==> src/hw/rtl/dplm_ram.sv <==
module dplm_ram #(
	parameter int WIDTH = 8,
	parameter int DEPTH = 64
) (
	input  logic                                     clk,
	input  logic                                     we,
	input  logic [(DEPTH > 1 ? $clog2(DEPTH) : 1)-1:0] waddr,
	input  logic [WIDTH-1:0]                         wdata,
	input  logic [(DEPTH > 1 ? $clog2(DEPTH) : 1)-1:0] raddr,
	output logic [WIDTH-1:0]                         rdata
);
	logic [WIDTH-1:0] mem [DEPTH];

	always_ff @(posedge clk) begin
		if (we) begin
			mem[waddr] <= wdata;
		end
		rdata <= mem[raddr];
	end
endmodule
==> config.mk <==
export PLATFORM = sky130hd
export DESIGN_NAME = dplm_ram
export DESIGN_NICKNAME = d
export VERILOG_FILES = /design/src/hw/rtl/dplm_ram.sv
export SDC_FILE = /design/constraint.sdc
export NUM_CORES = 1
export LEC_CHECK = 0
export BUFFER_PORTS_ARGS = -buffer_cell sky130_fd_sc_hd__buf_2
export CAP_MARGIN = 20
export CELL_PAD_IN_SITES_DETAIL_PLACEMENT = 1
export CELL_PAD_IN_SITES_GLOBAL_PLACEMENT = 2
export CORE_ASPECT_RATIO = 0.7
export CORE_MARGIN = 1.5
export CORE_UTILIZATION = 45
export DETAILED_ROUTE_END_ITERATION = 16
export GPL_TIMING_DRIVEN = 0
export PLACE_DENSITY = 0.83
export SYNTH_ARGS = -nofsm -noshare
export SYNTH_HDL_FRONTEND = slang
export SYNTH_SLANG_ARGS = --single-unit
==> constraint.sdc <==
create_clock -name clk -period 1.8 [get_ports clk]
set_input_delay 0.27 -clock clk [delete_from_list [all_inputs] [get_ports clk]]
set_output_delay 0.27 -clock clk [all_outputs]
set_load 0.01 [all_outputs]
* Yosys cells after proc, flatten, opt, wreduce, memory -nomap -nowiden *
Memory sizes are Yosys's and may differ from the RTL's. A register that Yosys moved wholly into a read port is not among the register bits.
Cells that the tools add are included.

word-level totals
  logic and storage cells = 3
  RAM bits = 512
  input port bits = 22
  bits in registers = 0
  memories = 1
  output and inout bits = 8

memory list
  name  depth  bits a word  rd ports  clocked after Yosys merged registers in  write ports  RTL line  source
  mem   64     8            1         1                                        1            12        logic [WIDTH-1:0] mem [DEPTH];

operators by class
  mux-type cells = 2

operator list
  cell              number
  1-bit 2-to-1 mux  2

* Logic depth before layout (Yosys ltp) *
Gate-level depths: netlist of the first run.

  depth in word-level cells = 2
  mapped depth = 9
  mapped depth without buffers = 5

* Worst setup path after synthesis of the first run *
No wires, ideal clock.

  path type = input to register
  start point = input port raddr[1] (netlist bit)
  end point = register rdata[3], read port of mem
  path slack = -0.138 ns
  cell stages on the path = 7
  data arrival time = 1.810 ns
  cells stage by stage = buf_4 buf_2 buf_2 mux4_2 mux4_2 o21ai_1 o41ai_1

RTL lines
  item             RTL line  source
  start, declared  9         input logic [(DEPTH > 1 ? $clog2(DEPTH) : 1)-1:0] raddr,
  end, declared    10        output logic [WIDTH-1:0] rdata

==> results.py, run 1 <==
metrics = {
    "status": {
        "outcome": "finished with violations",
        "failed_checks": "setup timing",
    },
    "logic_synthesis": {
        "postSynth.asyncResetShare_pct": 0,
        "yosys_warnings": 0,
        "postSynthAreaPerCell_um2": 21.5,
        "synth-seq-area-share_pct": 77.0,
        "synth_nets": 962,
        "synth_area_leader_cell": "edfxtp_1",
        "yosys_register_bits": 520,
        "synth_edf_count": 512,
        "synth_cell_types": 40,
        "synth_top_area_share_pct": 76.2,
        "yosys_most_used_dff": "edfxtp_1",
        "netlist_instances": 940,
        "synth_area_um2": 20200,
        "synth.area.top_cells": "edfxtp_1, mux4_2, nor2_1, mux2i_1, dfxtp_1",
    },
    "routing": {
        "drtIter0Drc": 1293,
        "wl_per_cell_um": 31.6,
        "via_per_inst": 6.14,
        "firstDrtPassIters": 6,
        "vias": 10200,
        "routed_wirelength_um": 52400,
        "antenna_left": 0,
        "route.detailed.drc": 0,
    },
    "run": {
        "maxCapViolations": 0,
    },
    "grt": {
        "overflow": 0,
        "grt_max_degree": 65,
        "grtUsageTotal_pct": 23.2,
        "grt_pass1_vias": 10600,
        "antenna_found_initial": 2,
        "grt_first_pass_wirelength_um": 76000,
    },
    "final_layout": {
        "nNetsFinal": 1048,
        "diodes": 0,
        "final.fill_count": 3792,
        "stdcell_area_um2": 23500,
        "drive_gt1_share_pct": 35.7,
        "post-route-util_pct": 53.4,
        "syn_to_final_growth_pct": 16.4,
    },
    "critical_path": {
        "worstPathRequired_ps": 2240,
        "start_kind": "register",
        "path_class": "reg -> reg",
        "worst-path-max-fanout": 1,
        "worstPathArrival_ps": 2450,
        "cp-end-kind": "register",
    },
    "sta": {
        "hold_violations": 0,
        "min_period_over_period_pct": 112,
        "fin_skew_ps": 14.0,
        "period_minus_slack_ps": 2020,
        "relSlewSlack_pct": 33.8,
        "setup_slack_ps": -215,
        "max_freq_ghz": 0.496,
        "rsz0062_at_grt": "yes",
        "slew_viol_final": 0,
        "setup_viol": 154,
        "worst_pin_slew_ps": 991,
    },
    "place": {
        "portBuffers": 21,
        "dpl_cell_area_um2": 21100,
        "hpwl_um": 33700,
        "place_congestion": 0.848,
        "dp_slack_ps": -1290,
    },
    "clock_tree": {
        "cts_max_path_buffers": 3,
        "h-tree-depth": 2,
        "clk-insertion-delay-late_ps": 580,
        "cts_buffers": 48,
        "cts_root_buf": "clkbuf_16",
        "hold_buffers": 0,
        "cts.clk_slew.worst_paths_ps": 70,
        "cts_tree": "yes",
        "numClockSinks": 520,
    },
    "power_and_ir_drop": {
        "p_seq_share_pct": 53.0,
        "power_w": 0.0253,
        "pwr-share-comb_pct": 6.2,
        "total_leakage_power_nw": 7.21,
        "power_density_nw_per_um2": 1080,
        "p_clk_share_pct": 40.8,
        "switchingPower_w": 0.00548,
        "p_int_w": 0.0198,
        "sw_frac_of_total_pct": 21.7,
        "ir_drop_mv": 0.877,
    },
    "floorplanning": {
        "die_w_um": 256,
        "num_rows": 64,
        "fp.coreArea_um2": 44000,
        "dieHeight_um": 180,
        "dieArea_um2": 46100,
        "io_pins": 30,
        "start_util_pct": 45.9,
    },
    "min_path": {
        "min_path_type": "in -> reg",
    },
}
## cell usage after synthesis (4+ instances only)
| cell | instances |
|---|---|
| edfxtp_1 | 512 |
| mux4_2 | 126 |
| nor2_1 | 83 |
| mux2i_1 | 23 |
| nand2_1 | 19 |
| clkbuf_1 | 17 |
| nor2b_1 | 14 |
| buf_4 | 13 |
| mux2_2 | 13 |
| nand3_1 | 13 |
| buf_2 | 11 |
| dfxtp_1 | 8 |
| o221ai_1 | 8 |
| o22ai_1 | 8 |
| nand2b_1 | 7 |
| nor3_1 | 7 |
| a221oi_1 | 6 |
| a211oi_1 | 4 |
| buf_1 | 4 |
| buf_6 | 4 |
## power groups by stage
| stage | logic, W | clock network [W] | registers, W |
|---|---|---|---|
| 6_report | 0.00157 | 0.0103 | 0.0134 |
| 5_1_grt | 0.00164 | 0.0108 | 0.0134 |
| 4_1_cts | 0.00148 | 0.0104 | 0.0134 |
| 3_5_place_dp | 0.00137 | 0 | 0.0137 |
| 3_3_place_gp | 0.00132 | 0 | 0.0137 |
| 2_1_floorplan | 0.000726 | 0 | 0.0137 |
## cell type report
cell class                      instances  area, µm²  area share, %
Sequential cell                       520      15500           66.2
Multi-Input combinational cell        369       4900           20.9
Clock buffer                           61       1270           5.42
Tap cell                              594        743           3.17
Buffer                                 50        404           1.72
Timing Repair Buffer                   37        325           1.39
Clock inverter                         27        285           1.22
## critical path: stages, from the launching register on
cell	delay, ps
edfxtp_1	380
mux4_2	510
mux4_2	580
nor2_2	150
nor3_1	80
o2bb2ai_2	170
## sequential cells by signal (all words and copies together) (netlist names)
register and cells:
mem 512, rdata 8
## per-layer routing
layer  GRT usage [%]  wire length (µm)
met3            5.51              5080
met1            34.7             22600
met5               0                 0
met2            34.1             23500
met4            6.41              1250
## through the flow
step / setup TNS (ps) / hold WS [ps] / cells
detailed placement: -340020 / 673 / 1557
global route: -14080 / 116 / 1658
global placement: -305180 / 675 / 1555
CTS: -9870 / 166 / 1647
finish: -10390 / 118 / 1658
floorplan: -45.1 / 369 / 940
## logic make-up after synthesis
kind of cell / share of synthesized area (%)
flops: 77.0
compound gates: 2.07
mux: 15.9
simple gates: 3.39
buf+inv: 1.57
## final timing paths
path | startpoint | cells past startpoint | slack (ps) | end
worst max register to register | mem[7][0] | 5 | -220 | rdata[0]
worst max-delay path | mem[7][0] | 5 | -220 | rdata[0]
worst min register to register | mem[19][1] | 4 | 940 | rdata[1]
worst min-delay path | wdata[0] | 1 | 120 | mem[24][0]
## cell usage in the layout, fill, tap and decap left out, types with 4 or more instances in the layout
cell,Yosys,layout
edfxtp_1,512,512
mux4_2,126,126
clkbuf_16,0,49
nor2_4,0,31
nor2_2,0,29
buf_2,11,27
nor2_1,83,23
mux2i_1,23,23
clkbuf_1,17,20
buf_4,13,20
nand2_1,19,17
nor2b_1,14,14
buf_12,2,11
mux2_2,13,11
buf_6,4,10
clkinv_2,0,10
nand3_1,13,8
clkinv_1,0,8
dfxtp_1,8,8
nand2b_1,7,7
o22ai_1,8,7
bufinv_16,0,6
clkbuf_2,0,5
o221ai_1,8,5
nand3_2,0,4
## timing repair
action / in CTS / in global routing
pin swaps: 6 / 3
endpoints found under the setup margin: 370 / 271
gates resized for setup: 113 / 56
setup buffers: 2 / 4
No activity file was read; power rests on OpenSTA's default activity.
==> run 2: changes to the inputs <==
--- a/config.mk
+++ b/config.mk
@@ -14,7 +14,9 @@
 export CORE_UTILIZATION = 45
 export DETAILED_ROUTE_END_ITERATION = 16
 export GPL_TIMING_DRIVEN = 0
+export MAX_ROUTING_LAYER = met4
 export PLACE_DENSITY = 0.83
 export SYNTH_ARGS = -nofsm -noshare
 export SYNTH_HDL_FRONTEND = slang
 export SYNTH_SLANG_ARGS = --single-unit
+export TNS_END_PERCENT = 30
==> run 2 against run 1 <==
- the run still ends with setup timing left
- wire length is 0.19% lower
- final cell count is 0.24% lower
- critical path depth is 2 lower
- power is 1.3% lower
- sequential cell count stayed put
- register-to-register slack better by 50 ps
- clock power hardly changed
- first-iteration DRC count is 3.3% higher
- critical path type is now in -> reg
==> results.py, run 2 (synthesized netlist as in run 1, its figures left out) <==
metrics = {
    "status": {
        "outcome": "finished with violations",
        "failed_checks": "setup timing",
    },
    "grt": {
        "grt_max_degree": 65,
        "overflow": 0,
        "grtUsageTotal_pct": 23.6,
        "antenna_found_initial": 1,
        "grt_pass1_vias": 10400,
        "grt_first_pass_wirelength_um": 75000,
    },
    "place": {
        "portBuffers": 21,
        "hpwl_um": 33300,
        "dpl_cell_area_um2": 21100,
        "place_inst": 1557,
        "place_congestion": 0.874,
    },
    "min_path": {
        "min_path_type": "in -> reg",
        "hold_path_depth": 1,
        "holdCritStartpoint": "wdata[6]",
        "hold_end": "mem[25][6]",
    },
    "critical_path": {
        "worstPathRequired_ps": 2000,
        "worst-path-max-fanout": 10,
        "rrSetupSlack_ps": -170,
        "start_kind": "input pin",
        "ff2ff_path_depth": 5,
        "path_class": "in -> reg",
        "timing.rr.start": "mem[7][1]",
        "crit_cells": 3,
        "worstPathArrival_ps": 2230,
        "rr_endpoint": "rdata[1]",
        "max_stage_delay_ps": 910,
        "worstPathCellList": "clkbuf_1, nand4_1, nor2_1",
        "cp-end-kind": "register",
        "crit_slowest_cell": "nor2_1",
        "critical-path-top-delay-family": "simple AND/OR/NAND/NOR gates",
        "critPathBufInv": 1,
    },
    "floorplanning": {
        "dieHeight_um": 180,
        "start_util_pct": 45.9,
        "num_rows": 64,
        "dieArea_um2": 46100,
        "io_pins": 30,
        "fp.coreArea_um2": 44000,
        "die_w_um": 256,
    },
    "final_layout": {
        "final_common_cell": "edfxtp_1",
        "largestRegisters": "mem x512, rdata x8",
        "final_cells": 1654,
        "drive_gt1_share_pct": 34.5,
        "diodes": 0,
        "nNetsFinal": 1044,
        "stdcell_area_um2": 23200,
        "final_cell_mix": "edfxtp_1, mux4_2, clkbuf_16",
        "final.fill_count": 3804,
        "largest_register_ffs": 512,
        "top_register": "mem",
        "syn_to_final_growth_pct": 15.2,
    },
    "power_and_ir_drop": {
        "p_clk_share_pct": 40.1,
        "total_leakage_power_nw": 7.16,
        "p_int_w": 0.0195,
        "ir_drop_mv": 1.02,
        "switchingPower_w": 0.00546,
        "sw_frac_of_total_pct": 21.9,
        "power_density_nw_per_um2": 1080,
        "p_seq_share_pct": 53.7,
        "power_w": 0.0250,
        "pwr-share-comb_pct": 6.2,
    },
    "sta": {
        "fin_skew_ps": 16.3,
        "relSlewSlack_pct": 39.3,
        "rsz0062_at_grt": "yes",
        "min_period_over_period_pct": 113,
        "slew_viol_final": 0,
        "setup_viol": 207,
        "setup_slack_ps": -229,
        "hold_violations": 0,
        "worst_pin_slew_ps": 907,
        "max_freq_ghz": 0.493,
        "tns_ps": -19200,
        "period_minus_slack_ps": 2030,
    },
    "clock_tree": {
        "cts.clk_slew.worst_paths_ps": 60,
        "hold_buffers": 0,
        "cts_buffers": 48,
        "cts_tree": "yes",
        "numClockSinks": 520,
        "h-tree-depth": 2,
        "clk-insertion-delay-late_ps": 580,
        "cts_max_path_buffers": 3,
        "cts_root_buf": "clkbuf_16",
    },
    "routing": {
        "vias": 10100,
        "drtIter0Drc": 1336,
        "wl_per_cell_um": 31.6,
        "routed_wirelength_um": 52300,
        "antenna_left": 0,
        "route.detailed.drc": 0,
        "firstDrtPassIters": 5,
        "via_per_inst": 6.12,
    },
    "run": {
        "maxCapViolations": 0,
    },
}
[run 2: cell count changes in the layout (fill, tap and decap cells not counted), moves of 3 or more]
cell | previous run | this run
nor2_4 | 31 | 5
nor2_2 | 29 | 44
nor2_1 | 23 | 34
clkbuf_1 | 20 | 12
clkinv_1 | 8 | 14
buf_4 | 20 | 16
clkinvlp_4 | 1 | 5
clkbuf_2 | 5 | 8
[run 2: area by class of cell]
cell class                 count  area [µm²]  area share (%)
clock buffer                  54        1240            5.36
multi-input combinational    369        4720            20.3
buffer                        50         409            1.76
timing repair buffer          33         303            1.30
clock inverter                34         273            1.17
tap                          594         743            3.20
sequential                   520       15500            66.9
[run 2: worst max-delay path by stage]
| stage | from | endpoint | slack, ps |
|---|---|---|---|
| 2_1_floorplan | raddr[0] | rdata[7] | -20 |
| 3_3_place_gp | raddr[2] | rdata[3] | -1240 |
| 3_5_place_dp | raddr[2] | rdata[1] | -1360 |
| 4_1_cts | waddr[1] | mem[3][0] | -220 |
| 5_1_grt | waddr[2] | mem[12][6] | -200 |
| 6_report | waddr[1] | mem[39][7] | -230 |
[run 2: power by group through the flow]
stage	registers [W]	logic [W]	clock network (W)
floorplan	0.0137	0.000724	0
detailed placement	0.0137	0.00136	0
CTS	0.0134	0.00144	0.0101
global placement	0.0137	0.00131	0
finish	0.0134	0.00154	0.0100
global route	0.0134	0.00161	0.0105
[run 2: per-layer routing]
layer	GRT usage, %	vias to the layer above	wire length [µm]
met3	6.23	65	4720
met1	33.9	5480	22800
met2	34.3	491	23800
met4	5.02	0	968
met5	-	-	0
li1	-	4093	-
[run 2: what timing repair did]
action / CTS / global route
resized for setup: 80 / 48
setup endpoints to repair: 318 / 274
pin swaps: 1 / 3
setup buffers: 1 / 0
[run 2: per-stage QoR]
step / util, % / worst slack [ps] / hold WS, ps
final: 52.8 / -229 / 93.5
after detailed placement: 47.9 / -1360 / 670
after global placement: 47.9 / -1240 / 671
after floorplan: - / -18.5 / 369
after CTS: 52.1 / -221 / 155
after global routing: 52.8 / -205 / 85.0
